`config.mk`:
```
export PLATFORM = sky130hd
export DESIGN_NAME = deadman_gated_velocity_ramp
export DESIGN_NICKNAME = d
export VERILOG_FILES = /design/src/hw/rtl/dgvr_pkg.sv /design/src/hw/rtl/deadman_gated_velocity_ramp.sv /design/src/hw/rtl/dgvr_axis.sv
export SDC_FILE = /design/constraint.sdc
export NUM_CORES = 2
export LEC_CHECK = 0
export BUFFER_PORTS_ARGS = -buffer_cell sky130_fd_sc_hd__buf_4
export CAP_MARGIN = 5
export CORE_MARGIN = 2
export CORE_UTILIZATION = 51
export CTS_CLUSTER_SIZE = 28
export DETAILED_ROUTE_END_ITERATION = 8
export PLACE_DENSITY_LB_ADDON = 0.2
export REMOVE_ABC_BUFFERS = 1
export SETUP_SLACK_MARGIN = 0.4
export SLEW_MARGIN = 40
export SYNTH_ARGS = -nofsm -noshare
export SYNTH_HDL_FRONTEND = slang
export SYNTH_HIERARCHICAL = 1
export SYNTH_SLANG_ARGS = --single-unit
```
`constraint.sdc`:
```
create_clock -name clk -period 18.25 [get_ports clk]
set_input_delay 1.825 -clock clk [delete_from_list [all_inputs] [get_ports clk]]
set_output_delay 1.825 -clock clk [all_outputs]
set_load 0.02 [all_outputs]
```
`src/hw/rtl/dgvr_pkg.sv`:
```
// Package: shared types, codes and register reset values for the velocity ramp.
`timescale 1ns / 1ps

package dgvr_pkg;

    localparam int SPEED_W = 16;
    localparam int MAX_W   = 15;
    localparam int RATE_W  = 16;
    localparam int DT_W    = 16;
    localparam int KEYS_N  = 5;
    localparam int ADDR_W  = 5;
    localparam int DATA_W  = 32;

    localparam logic [1:0] REQ_TICK    = 2'd0;
    localparam logic [1:0] REQ_KEY     = 2'd1;
    localparam logic [1:0] REQ_FOCUS   = 2'd2;
    localparam logic [1:0] REQ_RELEASE = 2'd3;

    localparam logic [2:0] KEY_FWD     = 3'd0;
    localparam logic [2:0] KEY_BACK    = 3'd1;
    localparam logic [2:0] KEY_LEFT    = 3'd2;
    localparam logic [2:0] KEY_RIGHT   = 3'd3;
    localparam logic [2:0] KEY_DEADMAN = 3'd4;

    localparam logic [2:0] REG_MAX_LINEAR   = 3'd0;
    localparam logic [2:0] REG_MAX_ANGULAR  = 3'd1;
    localparam logic [2:0] REG_ACCEL_RATE   = 3'd2;
    localparam logic [2:0] REG_DECEL_RATE   = 3'd3;
    localparam logic [2:0] REG_TURN_RATE    = 3'd4;
    localparam logic [2:0] REG_NEED_DEADMAN = 3'd5;
    localparam logic [2:0] REG_MAX_TICK     = 3'd6;

    localparam logic [MAX_W-1:0]  RST_MAX_LINEAR  = 15'd2048;
    localparam logic [MAX_W-1:0]  RST_MAX_ANGULAR = 15'd4096;
    localparam logic [RATE_W-1:0] RST_ACCEL_RATE  = 16'd2048;
    localparam logic [RATE_W-1:0] RST_DECEL_RATE  = 16'd4096;
    localparam logic [RATE_W-1:0] RST_TURN_RATE   = 16'd8192;
    localparam logic              RST_NEED_DEADMAN = 1'b1;
    localparam logic [DT_W-1:0]   RST_MAX_TICK    = 16'd6554;

    typedef struct packed {
        logic [1:0]      req_type;
        logic [2:0]      key_index;
        logic            level;
        logic [DT_W-1:0] dt_frac;
    } req_t;

    typedef struct packed {
        logic signed [SPEED_W-1:0] linear_cmd;
        logic signed [SPEED_W-1:0] angular_cmd;
        logic                      armed;
    } cmd_t;

endpackage

```
`src/hw/rtl/deadman_gated_velocity_ramp.sv`:
```
// Top level: config registers, request stage, key/focus state and command register.
`timescale 1ns / 1ps

// Takes one request per cycle unless req_stall is high. A request is registered,
// then key, focus and release requests update the held-key state and produce no
// command, while a tick request, once the output register is free, steps both speeds
// and loads one command into the output register. Each axis does one 16x16 multiply
// and a slew compare for a tick. A held command stalls a tick request in the request
// stage and the requests behind it; the stage frees as soon as its item moves.
module deadman_gated_velocity_ramp
    import dgvr_pkg::*;
(
    input  logic              clk,
    input  logic              rst_n,
    input  logic              req_valid,
    output logic              req_stall,
    input  req_t              req_data,
    output logic              cmd_valid,
    input  logic              cmd_stall,
    output cmd_t              cmd_data,
    input  logic              psel,
    input  logic              penable,
    input  logic              pwrite,
    input  logic [ADDR_W-1:0] paddr,
    input  logic [DATA_W-1:0] pwdata,
    output logic [DATA_W-1:0] prdata,
    output logic              pready
);

    logic [MAX_W-1:0]  max_linear_reg;
    logic [MAX_W-1:0]  max_angular_reg;
    logic [RATE_W-1:0] accel_rate_reg;
    logic [RATE_W-1:0] decel_rate_reg;
    logic [RATE_W-1:0] turn_rate_reg;
    logic              need_deadman_reg;
    logic [DT_W-1:0]   max_tick_reg;

    logic              s1_valid_reg;
    req_t              s1_reg;
    logic              cmd_valid_reg;
    cmd_t              cmd_reg;

    logic [KEYS_N-1:0]         keys_reg;
    logic [KEYS_N-1:0]         keys_next;
    logic                      focus_reg;
    logic                      focus_next;
    logic signed [SPEED_W-1:0] lin_reg;
    logic signed [SPEED_W-1:0] lin_next;
    logic signed [SPEED_W-1:0] ang_reg;
    logic signed [SPEED_W-1:0] ang_next;

    logic                      wr_en;
    logic                      s1_tick;
    logic                      out_free;
    logic                      s1_adv;
    logic [KEYS_N-1:0]         key_mask;
    logic [DT_W-1:0]           tick;
    logic                      armed;
    logic signed [SPEED_W-1:0] tgt_lin;
    logic signed [SPEED_W-1:0] tgt_ang;
    logic [SPEED_W:0]          abs_tl;
    logic [SPEED_W:0]          abs_now;
    logic                      use_accel;
    logic [RATE_W-1:0]         lin_rate;
    logic signed [SPEED_W-1:0] lin_step;
    logic signed [SPEED_W-1:0] ang_step;
    logic signed [SPEED_W-1:0] lin_cmd;
    logic signed [SPEED_W-1:0] ang_cmd;

    // config port
    assign pready = 1'b1;
    assign wr_en  = psel & penable & pwrite & pready;

    always_ff @(posedge clk or negedge rst_n)
    begin
        if (!rst_n)
        begin
            max_linear_reg   <= RST_MAX_LINEAR;
            max_angular_reg  <= RST_MAX_ANGULAR;
            accel_rate_reg   <= RST_ACCEL_RATE;
            decel_rate_reg   <= RST_DECEL_RATE;
            turn_rate_reg    <= RST_TURN_RATE;
            need_deadman_reg <= RST_NEED_DEADMAN;
            max_tick_reg     <= RST_MAX_TICK;
        end
        else if (wr_en)
        begin
            case (paddr[4:2])
                REG_MAX_LINEAR:   max_linear_reg   <= pwdata[MAX_W-1:0];
                REG_MAX_ANGULAR:  max_angular_reg  <= pwdata[MAX_W-1:0];
                REG_ACCEL_RATE:   accel_rate_reg   <= pwdata[RATE_W-1:0];
                REG_DECEL_RATE:   decel_rate_reg   <= pwdata[RATE_W-1:0];
                REG_TURN_RATE:    turn_rate_reg    <= pwdata[RATE_W-1:0];
                REG_NEED_DEADMAN: need_deadman_reg <= pwdata[0];
                REG_MAX_TICK:     max_tick_reg     <= pwdata[DT_W-1:0];
                default:          ;
            endcase
        end
    end

    always_comb
    begin
        case (paddr[4:2])
            REG_MAX_LINEAR:   prdata = {17'd0, max_linear_reg};
            REG_MAX_ANGULAR:  prdata = {17'd0, max_angular_reg};
            REG_ACCEL_RATE:   prdata = {16'd0, accel_rate_reg};
            REG_DECEL_RATE:   prdata = {16'd0, decel_rate_reg};
            REG_TURN_RATE:    prdata = {16'd0, turn_rate_reg};
            REG_NEED_DEADMAN: prdata = {31'd0, need_deadman_reg};
            REG_MAX_TICK:     prdata = {16'd0, max_tick_reg};
            default:          prdata = '0;
        endcase
    end

    // handshake
    assign s1_tick   = (s1_reg.req_type == REQ_TICK);
    assign out_free  = !cmd_valid_reg || !cmd_stall;
    assign s1_adv    = s1_valid_reg && (!s1_tick || out_free);
    assign req_stall = s1_valid_reg && !s1_adv;
    assign cmd_valid = cmd_valid_reg;
    assign cmd_data  = cmd_reg;

    always_ff @(posedge clk or negedge rst_n)
    begin
        if (!rst_n)
        begin
            s1_valid_reg <= 1'b0;
        end
        else if (!req_stall)
        begin
            s1_valid_reg <= req_valid;
        end
    end

    always_ff @(posedge clk)
    begin
        if (!req_stall && req_valid)
        begin
            s1_reg <= req_data;
        end
    end

    // tick datapath
    assign tick  = (s1_reg.dt_frac < max_tick_reg) ? s1_reg.dt_frac : max_tick_reg;
    assign armed = focus_reg && (!need_deadman_reg || keys_reg[KEY_DEADMAN]);

    always_comb
    begin
        tgt_lin = '0;
        tgt_ang = '0;
        if (armed)
        begin
            if (keys_reg[KEY_FWD] && !keys_reg[KEY_BACK])
            begin
                tgt_lin = {1'b0, max_linear_reg};
            end
            else if (keys_reg[KEY_BACK] && !keys_reg[KEY_FWD])
            begin
                tgt_lin = 16'(-{1'b0, max_linear_reg});
            end
            if (keys_reg[KEY_LEFT] && !keys_reg[KEY_RIGHT])
            begin
                tgt_ang = {1'b0, max_angular_reg};
            end
            else if (keys_reg[KEY_RIGHT] && !keys_reg[KEY_LEFT])
            begin
                tgt_ang = 16'(-{1'b0, max_angular_reg});
            end
        end
    end

    assign abs_tl  = tgt_lin[SPEED_W-1] ? 17'(-{tgt_lin[SPEED_W-1], tgt_lin})
                                        : {1'b0, tgt_lin};
    assign abs_now = lin_reg[SPEED_W-1] ? 17'(-{lin_reg[SPEED_W-1], lin_reg})
                                        : {1'b0, lin_reg};
    assign use_accel = (abs_tl > abs_now)
                    || (tgt_lin > 0 && lin_reg < 0)
                    || (tgt_lin < 0 && lin_reg > 0);
    assign lin_rate = use_accel ? accel_rate_reg : decel_rate_reg;

    dgvr_axis u_lin (
        .now    (lin_reg),
        .target (tgt_lin),
        .rate   (lin_rate),
        .tick   (tick),
        .lim    (max_linear_reg),
        .next   (lin_step),
        .cmd    (lin_cmd)
    );

    dgvr_axis u_ang (
        .now    (ang_reg),
        .target (tgt_ang),
        .rate   (turn_rate_reg),
        .tick   (tick),
        .lim    (max_angular_reg),
        .next   (ang_step),
        .cmd    (ang_cmd)
    );

    // state update
    assign key_mask = KEYS_N'(5'b00001 << s1_reg.key_index);

    always_comb
    begin
        keys_next  = keys_reg;
        focus_next = focus_reg;
        lin_next   = lin_reg;
        ang_next   = ang_reg;
        if (s1_adv)
        begin
            case (s1_reg.req_type)
                REQ_TICK:
                begin
                    lin_next = lin_step;
                    ang_next = ang_step;
                end
                REQ_KEY:
                begin
                    keys_next = s1_reg.level ? (keys_reg | key_mask)
                                             : (keys_reg & ~key_mask);
                end
                REQ_FOCUS:
                begin
                    focus_next = s1_reg.level;
                    keys_next  = '0;
                end
                REQ_RELEASE:
                begin
                    keys_next = '0;
                end
                default:
                begin
                    keys_next = keys_reg;
                end
            endcase
        end
    end

    always_ff @(posedge clk or negedge rst_n)
    begin
        if (!rst_n)
        begin
            keys_reg  <= '0;
            focus_reg <= 1'b0;
            lin_reg   <= '0;
            ang_reg   <= '0;
        end
        else
        begin
            keys_reg  <= keys_next;
            focus_reg <= focus_next;
            lin_reg   <= lin_next;
            ang_reg   <= ang_next;
        end
    end

    // command register
    always_ff @(posedge clk or negedge rst_n)
    begin
        if (!rst_n)
        begin
            cmd_valid_reg <= 1'b0;
        end
        else if (out_free)
        begin
            cmd_valid_reg <= s1_adv && s1_tick;
        end
    end

    always_ff @(posedge clk)
    begin
        if (s1_adv && s1_tick)
        begin
            cmd_reg.linear_cmd  <= lin_cmd;
            cmd_reg.angular_cmd <= ang_cmd;
            cmd_reg.armed       <= armed;
        end
    end

    // checks
    a_cmd_from_tick: assert property (@(posedge clk) disable iff (!rst_n)
        (s1_valid_reg && s1_tick && s1_adv) |=> cmd_valid_reg)
        else $error("tick request did not load a command");

    a_cmd_source: assert property (@(posedge clk) disable iff (!rst_n)
        $rose(cmd_valid_reg) |-> $past(s1_valid_reg && s1_tick))
        else $error("command appeared without a tick request");

    a_focus_clears: assert property (@(posedge clk) disable iff (!rst_n)
        (s1_adv && (s1_reg.req_type == REQ_FOCUS || s1_reg.req_type == REQ_RELEASE))
        |=> (keys_reg == '0))
        else $error("keys not released by focus or release request");

    a_stage_hold: assert property (@(posedge clk) disable iff (!rst_n)
        (s1_valid_reg && !s1_adv) |=> (s1_valid_reg && $stable(s1_reg)
            && $stable(lin_reg) && $stable(ang_reg)))
        else $error("stalled request stage changed");

endmodule

```
`src/hw/rtl/dgvr_axis.sv`:
```
// One axis of the ramp: step from rate and tick, slew toward target, clamp the command.
`timescale 1ns / 1ps

module dgvr_axis
    import dgvr_pkg::*;
(
    input  logic signed [SPEED_W-1:0] now,
    input  logic signed [SPEED_W-1:0] target,
    input  logic        [RATE_W-1:0]  rate,
    input  logic        [DT_W-1:0]    tick,
    input  logic        [MAX_W-1:0]   lim,
    output logic signed [SPEED_W-1:0] next,
    output logic signed [SPEED_W-1:0] cmd
);

    logic        [RATE_W+DT_W-1:0] prod;
    logic        [RATE_W-1:0]      step;
    logic signed [SPEED_W+1:0]     now_x;
    logic signed [SPEED_W+1:0]     delta;
    logic        [SPEED_W+1:0]     mag;
    logic        [SPEED_W+1:0]     up_val;
    logic        [SPEED_W+1:0]     dn_val;
    logic signed [SPEED_W+1:0]     next_x;
    logic signed [SPEED_W+1:0]     lim_x;

    assign prod  = rate * tick;
    assign step  = prod[RATE_W+DT_W-1:DT_W];
    assign now_x = {{2{now[SPEED_W-1]}}, now};
    assign delta = {{2{target[SPEED_W-1]}}, target} - now_x;
    assign mag   = delta[SPEED_W+1] ? 18'(-delta) : 18'(delta);
    assign up_val = now_x + {2'b00, step};
    assign dn_val = now_x - {2'b00, step};

    always_comb
    begin
        if (step == '0)
        begin
            next = now;
        end
        else if (mag <= {2'b00, step})
        begin
            next = target;
        end
        else if (delta > 0)
        begin
            next = up_val[SPEED_W-1:0];
        end
        else
        begin
            next = dn_val[SPEED_W-1:0];
        end
    end

    assign next_x = {{2{next[SPEED_W-1]}}, next};
    assign lim_x  = {3'b000, lim};

    always_comb
    begin
        if (next_x > lim_x)
        begin
            cmd = {1'b0, lim};
        end
        else if (next_x < -lim_x)
        begin
            cmd = 16'(-lim_x);
        end
        else
        begin
            cmd = next;
        end
    end

endmodule

```
======== After elaboration in Yosys (flattened, before gate mapping) ========
Cells that the tools add are included.
word-level totals
  register bits after elaboration ......... 190
  input port bits ......................... 66
  word-level logic and storage cells ...... 134
cells by class
  add/sub/neg operators ................... 14
  multipliers ............................. 2
  $lt $le $gt $ge ......................... 14
  eq/ne operators ......................... 9
  shifts and indexed selects .............. 1
  mux-type cells .......................... 25
  bitwise gates (word level) .............. 5
  reduce and logical (&&, ||, !) cells .... 42
operators with widths
  cell                                                             count
  2-to-1 mux 16 bit                                                16
  one-hot mux 16 bit (7 select lines)                              1
  multiplier 16 x 16 -> 32 bit                                     2
  less-or-equal comparator 18 x 16 -> 1 bit                        2
  less-than comparator 16 x 18 -> 1 bit                            2
  2-to-1 mux 18 bit                                                2
  negator 15 -> 18 bit                                             2
  negator 17 -> 18 bit                                             2
  greater-than comparator 17 x 1 -> 1 bit (second input constant)  2
  2-to-1 mux 17 bit                                                2
  negator 17 bit                                                   2
  subtractor 16 x 16 -> 17 bit                                     2
  adder 16 bit                                                     2
  greater-than comparator 16 x 1 -> 1 bit (second input constant)  2
  greater-than comparator 16 bit                                   2
  zero test 16 bit                                                 2
  less-than comparator 16 x 1 -> 1 bit (second input constant)     2
  negator 15 -> 16 bit                                             2
  subtractor 16 bit                                                2
  2-to-1 mux 15 bit                                                2
  AND reduction 2 bit                                              10
  greater-than comparator 17 bit                                   1
  less-than comparator 16 bit                                      1
  logical AND 1 bit                                                11
  18 further kinds                                                 36

======== Depth between registers and ports, before layout ========
  depth in word-level cells ............... 19
  mapped depth ............................ 70
  gate-level depth less buffers ........... 67

======== By module ========
The synthesis kept the hierarchy.
by module, submodules not included
  module                       times used  cells an instance  area an instance (µm²)  seq. area each (µm²)
  dgvr_axis (u_ang)            1           1643               13103.8                 0.0
  dgvr_axis (u_lin)            1           1631               12958.7                 0.0
  deadman_gated_velocity_ramp  1           1058               11048.1                 5046.1

======== Worst setup path after synthesis ========
No wires, ideal clock.
  path type ............................... flip-flop to flip-flop
  from .................................... register max_linear_reg[0]
  to ...................................... register cmd_reg (netlist bit cmd_data[17]) (data pin)
  arrival ................................. 14.289 ns
  required time ........................... 17.991 ns
  slack ................................... 3.703 ns
  stages on the path, launching flop included .. 64
  path buffers ............................ 6
  path through ............................ dfrtp_1 -> buf_4 -> inv_1 -> ha_1 -> nor4b_4 -> a21oi_1 -> mux2i_2 -> a211oi_2 -> nand2_1 -> o41ai_1 -> xnor2_1 -> ha_1 -> a21o_1 -> a21o_1 -> a21oi_1 -> o2111ai_1 -> o2bb2ai_1 -> nor3_4 -> [... 28 more ...] -> clkbuf_1 -> clkbuf_1 -> mux2i_1 -> a21oi_1 -> ha_1 -> nor2b_1 -> o21a_1 -> o21a_1 -> o21a_1 -> o21a_1 -> o21ai_0 -> a31oi_1 -> o31ai_1 -> nor3_4 -> inv_2 -> buf_2 -> nand3_1 -> a211o_1
between the ends
  longest elaborated chain between the ends .. 18
RTL lines
  item                                   line                                RTL
  start: declaration                     deadman_gated_velocity_ramp.sv:30   logic [MAX_W-1:0] max_linear_reg;
  start signal: assignment               deadman_gated_velocity_ramp.sv:89   REG_MAX_LINEAR: max_linear_reg <= pwdata[MAX_W-1:0];
  negator 15 -> 16 bit (*)               deadman_gated_velocity_ramp.sv:159  tgt_lin = 16'(-{1'b0, max_linear_reg});
  2-to-1 mux 16 bit (*)                  deadman_gated_velocity_ramp.sv:157  else if (keys_reg[KEY_BACK] && !keys_reg[KEY_FWD])
  2-to-1 mux 16 bit (*)                  deadman_gated_velocity_ramp.sv:153  if (keys_reg[KEY_FWD] && !keys_reg[KEY_BACK])
  2-to-1 mux 16 bit (*)                  deadman_gated_velocity_ramp.sv:151  if (armed)
  net tgt_lin[6]                         deadman_gated_velocity_ramp.sv:59   logic signed [SPEED_W-1:0] tgt_lin;
  negator 17 bit                         deadman_gated_velocity_ramp.sv:172  assign abs_tl = tgt_lin[SPEED_W-1] ? 17'(-{tgt_lin[SPEED_W-1], tgt_lin})
  2-to-1 mux 17 bit                      deadman_gated_velocity_ramp.sv:172
  greater-than comparator 17 bit         deadman_gated_velocity_ramp.sv:176  assign use_accel = (abs_tl > abs_now)
  [... 3 more ...]                       --
  net lin_rate[11]                       deadman_gated_velocity_ramp.sv:64   logic [RATE_W-1:0] lin_rate;
  [... 2 more ...]                       --
  2-to-1 mux 16 bit                      dgvr_axis.sv:44                     else if (delta > 0)
  2-to-1 mux 16 bit                      dgvr_axis.sv:40                     else if (mag <= {2'b00, step})
  2-to-1 mux 16 bit (*)                  dgvr_axis.sv:36                     if (step == '0)
  net lin_step[1]                        deadman_gated_velocity_ramp.sv:65   logic signed [SPEED_W-1:0] lin_step;
  less-than comparator 16 x 18 -> 1 bit  dgvr_axis.sv:63                     else if (next_x < -lim_x)
  2-to-1 mux 16 bit                      dgvr_axis.sv:63
  2-to-1 mux 15 bit (*)                  dgvr_axis.sv:59                     if (next_x > lim_x)
  net lin_cmd[0]                         deadman_gated_velocity_ramp.sv:67   logic signed [SPEED_W-1:0] lin_cmd;
  end: declaration                       deadman_gated_velocity_ramp.sv:41   cmd_t cmd_reg;
The timed path passes the listed nets; every way through them passes the cells marked *.
A chain may end at the register's enable or synchronous reset.

======== Worst setup path in the final report ========
  from .................................... register keys_reg[0]
  to ...................................... register cmd_reg (netlist bit cmd_data[19]) (data pin)
between the ends
  longest elaborated chain between the ends .. 19
RTL lines
  item                                   line                                RTL
  start: declaration                     deadman_gated_velocity_ramp.sv:43   logic [KEYS_N-1:0] keys_reg;
  start signal: assignment               deadman_gated_velocity_ramp.sv:251  keys_reg <= keys_next;
  zero test 1 bit                        deadman_gated_velocity_ramp.sv:157
  logical AND 1 bit                      deadman_gated_velocity_ramp.sv:157
  2-to-1 mux 16 bit                      deadman_gated_velocity_ramp.sv:157
  2-to-1 mux 16 bit (*)                  deadman_gated_velocity_ramp.sv:153
  2-to-1 mux 16 bit (*)                  deadman_gated_velocity_ramp.sv:151
  net tgt_lin[1]                         deadman_gated_velocity_ramp.sv:59
  negator 17 bit                         deadman_gated_velocity_ramp.sv:172
  2-to-1 mux 17 bit                      deadman_gated_velocity_ramp.sv:172
  [... 4 more ...]                       --
  net lin_rate[4]                        deadman_gated_velocity_ramp.sv:64
  [... 2 more ...]                       --
  2-to-1 mux 16 bit                      dgvr_axis.sv:44
  2-to-1 mux 16 bit                      dgvr_axis.sv:40
  2-to-1 mux 16 bit (*)                  dgvr_axis.sv:36
  net lin_step[13]                       deadman_gated_velocity_ramp.sv:65
  less-than comparator 16 x 18 -> 1 bit  dgvr_axis.sv:63
  2-to-1 mux 16 bit                      dgvr_axis.sv:63
  2-to-1 mux 15 bit (*)                  dgvr_axis.sv:59
  net lin_cmd[2]                         deadman_gated_velocity_ramp.sv:67
Marked as above.

==> PnR_summary.wiki <==
{| class="wikitable"
! Metric !! Value
|-
| Hold_buf cts || 0
|-
| Kind of critical path || flip-flop to flip-flop
|-
| Vias in the first global route || a little over 30k
|-
| Max-cap violation count || 0
|-
| Cell area after synthesis || 37,110 um^2
|-
| Achievable Freq || 0.06032 GHz
|-
| CP endpoint || cmd_data[19]$_DFFE_PP_
|-
| Cell at the slowest stage of the critical path || sky130_fd_sc_hd__dfrtp_1
|-
| Clock insertion delay at the later pin of the skew report || approximately 0.50 ns
|-
| Clk_skew || between 0.02 and 0.025 ns
|-
| Part of the cycle the worst path needs || 0.9084
|-
| Final GP Congestion || ~0.91
|-
| Initial DRC Count || 2,512
|-
| Final-layout setup total negative slack || 0 ns
|-
| Overall die area || about 75,000 um^2
|-
| Starting density of the core || 0.5174
|-
| Fill cells || roughly 6.7k
|-
| Cell chosen for the clock root || sky130_fd_sc_hd__clkbuf_16
|-
| Layout overhead on the synthesized area || 6.440%
|-
| Clock buffer count from CTS || 17
|-
| Largest register FFs || 33
|-
| Max Transition Viols Final || 0
|-
| Setup repair after global routing missed its margin || false
|-
| Worst slew margin relative to its limit || 0.4387
|-
| Number of storage elements in the synthesis netlist || 190
|-
| FF-to-FF setup slack || 1.67 ns
|-
| Total Nets Final || just over 5k
|-
| Setup crit start || keys_reg[0]$_DFFE_PN0P_
|-
| Area share of the largest cell type after synthesis || 0.2104
|-
| Status || completed
|-
| Sort of element at the end of the critical path || flip-flop
|-
| Initial antenna violation count || 1
|-
| Clock input transition at the sequential cells of the worst setup and hold paths || about 0.090 ns
|-
| Number of instances in the synthesized netlist || 4,332
|-
| Most common flop cell mapped by yosys || sky130_fd_sc_hd__dfrtp_1
|-
| Die X-Extent || approximately 270 um
|-
| Wire length per cell || approximately 19 um
|-
| Via count of the routed design || ~31k
|-
| Most used standard cell by instance count after synthesis || sky130_fd_sc_hd__inv_1
|-
| I/O Pins || between 100 and 150
|-
| Bufs on Longest Clock Path || 2
|-
| Ys Warns || 6
|-
| Vertical extent of the die || roughly 270 um
|-
| H-tree levels || 4
|-
| Final hold vios || 0
|-
| GR Util All Layers || 0.2803
|-
| Worst Tran Pin Value || 0.8419 ns
|-
| Via density per instance || between 5 and 6
|-
| Mean post-synth cell area || 8.567 um^2
|-
| Sequential element share of the synthesized area || 0.1360
|-
| TritonCTS clock tree || yes
|-
| IO Port Bufs || slightly below 100
|-
| Biggest area consumer among synthesized cells || sky130_fd_sc_hd__fa_1
|-
| Share of async-settable or async-resettable flops after synthesis || 0.7105
|-
| Aggregate global routing overflow || 0
|-
| Min-Delay Path Class || flip-flop to flip-flop
|-
| Std-Cell Rows || roughly 100
|-
| Peak fanout along the critical path || 22
|-
| Final antenna-violating net count || 0
|-
| Commonest cells in the synthesized netlist || sky130_fd_sc_hd__inv_1, sky130_fd_sc_hd__nand2_1, sky130_fd_sc_hd__ha_1
|-
| Detailed Place HPWL || 80.46 mm
|-
| Worst path most repeated cell || sky130_fd_sc_hd__inv_1
|-
| DRT Wirelength || 102.1 mm
|-
| Post-cts resize count || 0
|-
| Data required, critical path || about 18 ns
|-
| Worst Reg2Reg Path Length in Cells || just over 60
|-
| Cell types occupying the most area after synthesis || sky130_fd_sc_hd__fa_1, sky130_fd_sc_hd__ha_1, sky130_fd_sc_hd__dfrtp_1
|-
| Number of post-CTS setup repair buffers || 0
|-
| Proportion of layout cells with a drive suffix above 1 || 0.1012
|-
| Clock period minus worst slack || 16.58 ns
|-
| Unique masters post-synth || around 120
|-
| Startpoint of the lowest-slack register-to-register path || keys_reg[0]$_DFFE_PN0P_
|-
| Number of sinks on the clock net || 190
|-
| Number of optimization iterations in the first detailed-route pass || 5
|-
| Area inside the core boundary || about 72,000 um^2
|-
| Critical path data arrival time || roughly 17 ns
|-
| Number of failing setup endpoints in the final timing report || 0
|-
| Largest net degree at the start of global routing || 73
|-
| Startpoint kind of the worst setup timing path || flip-flop
|-
| FF-to-FF End || cmd_data[19]$_DFFE_PP_
|-
| EDFF count, synth || 55
|-
| Wire length of the first global-routing pass || 166.3 mm
|-
| Residual DRC count || 0
|-
| Delay of the slowest critical-path stage || 0.66 ns
|}
per-stage QoR:
stage                     instances    util  cell area [um^2]  hold WS, ns  worst slack (ns)
after floorplan                4153       -             36170       0.4636             1.955
after global placement         5251  0.5396             38710       0.5023             1.555
after detailed placement       5257  0.5409             38800       0.5103             1.858
after CTS                      5289  0.5500             39460       0.5332             1.770
after global routing           5290  0.5506             39500       0.5581            0.6203
final                          5291  0.5507             39500       0.5331             1.673
cells by family (layout without fill, tap and decap cells):
kind of cell,Yosys count,in the layout,synth area share
mux,164,164,0.05054
fa+ha+maj,792,792,0.3459
other cells,2,20,0.0002024
simple gates,1378,1378,0.1836
flops,190,190,0.1360
compound gates,843,843,0.1560
buf+inv,795,786,0.08759
xor+xnor,168,168,0.04022
placed cells by master, fill, tap and decap left out, types with 28 or more instances in the layout:
| cell type | count |
|---|---|
| sky130_fd_sc_hd__o21a_1 | 44 |
| sky130_fd_sc_hd__inv_1 | 594 |
| sky130_fd_sc_hd__xor2_1 | 54 |
| sky130_fd_sc_hd__xnor2_1 | 112 |
| sky130_fd_sc_hd__nor2b_1 | 34 |
| sky130_fd_sc_hd__fa_1 | 390 |
| sky130_fd_sc_hd__a21oi_1 | 209 |
| sky130_fd_sc_hd__o21ai_0 | 143 |
| sky130_fd_sc_hd__a31oi_1 | 45 |
| sky130_fd_sc_hd__a211oi_1 | 34 |
| sky130_fd_sc_hd__nor3_1 | 56 |
| sky130_fd_sc_hd__dfrtp_1 | 119 |
| sky130_fd_sc_hd__mux2_2 | 96 |
| sky130_fd_sc_hd__or3_1 | 28 |
| sky130_fd_sc_hd__nand3_1 | 73 |
| sky130_fd_sc_hd__and2_1 | 251 |
| sky130_fd_sc_hd__nor2_1 | 223 |
| sky130_fd_sc_hd__edfxtp_1 | 55 |
| sky130_fd_sc_hd__mux2i_1 | 50 |
| sky130_fd_sc_hd__nand2b_1 | 30 |
| sky130_fd_sc_hd__nand2_1 | 527 |
| sky130_fd_sc_hd__ha_1 | 402 |
| sky130_fd_sc_hd__nand4_1 | 45 |
| sky130_fd_sc_hd__buf_4 | 147 |
| sky130_fd_sc_hd__a21o_1 | 44 |
metal layers:
layer	GRT usage	vias up	share of wire
li1	-	14617	-
met1	0.4159	15344	0.47
met2	0.4312	933	0.45
met3	0.04175	105	0.069
met4	0.06097	2	0.017
met5	0	-	0.000078
worst min path at each step:
| stage | end | depth (start not counted) | startpoint |
|---|---|---|---|
| after CTS | decel_rate_reg[15]$_DFFE_PN0P_ | 1 | decel_rate_reg[15]$_DFFE_PN0P_ |
| after detailed placement | ang_reg[1]$_DFFE_PN0P_ | 2 | ang_reg[1]$_DFFE_PN0P_ |
| final | keys_reg[4]$_DFFE_PN0P_ | 2 | keys_reg[4]$_DFFE_PN0P_ |
| after floorplan | keys_reg[4]$_DFFE_PN0P_ | 2 | keys_reg[4]$_DFFE_PN0P_ |
| after global placement | keys_reg[4]$_DFFE_PN0P_ | 2 | keys_reg[4]$_DFFE_PN0P_ |
| after global routing | accel_rate_reg[13]$_DFFE_PN0P_ | 1 | accel_rate_reg[13]$_DFFE_PN0P_ |
layout make-up:
type	instances	area [um^2]	share of cell area
antenna	1	2.502	0.00006335
clock buffer	17	425.4	0.01077
tap	950	1189	0.03009
timing repair buffer	155	1214	0.03073
inverter	599	2248	0.05692
multi-input combinational	3364	29140	0.7378
sequential	190	5050	0.1278
clock inverter	15	229.0	0.005797
critical path, delay by kind of cell (launching register included):
| kind | cells | cell delay (ns) |
|---|---|---|
| compound gates | 26 | 5.97 |
| fa+ha+maj | 12 | 4.62 |
| simple gates | 10 | 2.65 |
| buf+inv | 10 | 1.04 |
| xor+xnor | 3 | 0.77 |
| flops | 1 | 0.66 |
| mux | 1 | 0.56 |
Power is not shown: default switching activity piles up to over one toggle a cycle in this logic, so the estimate is an artifact.
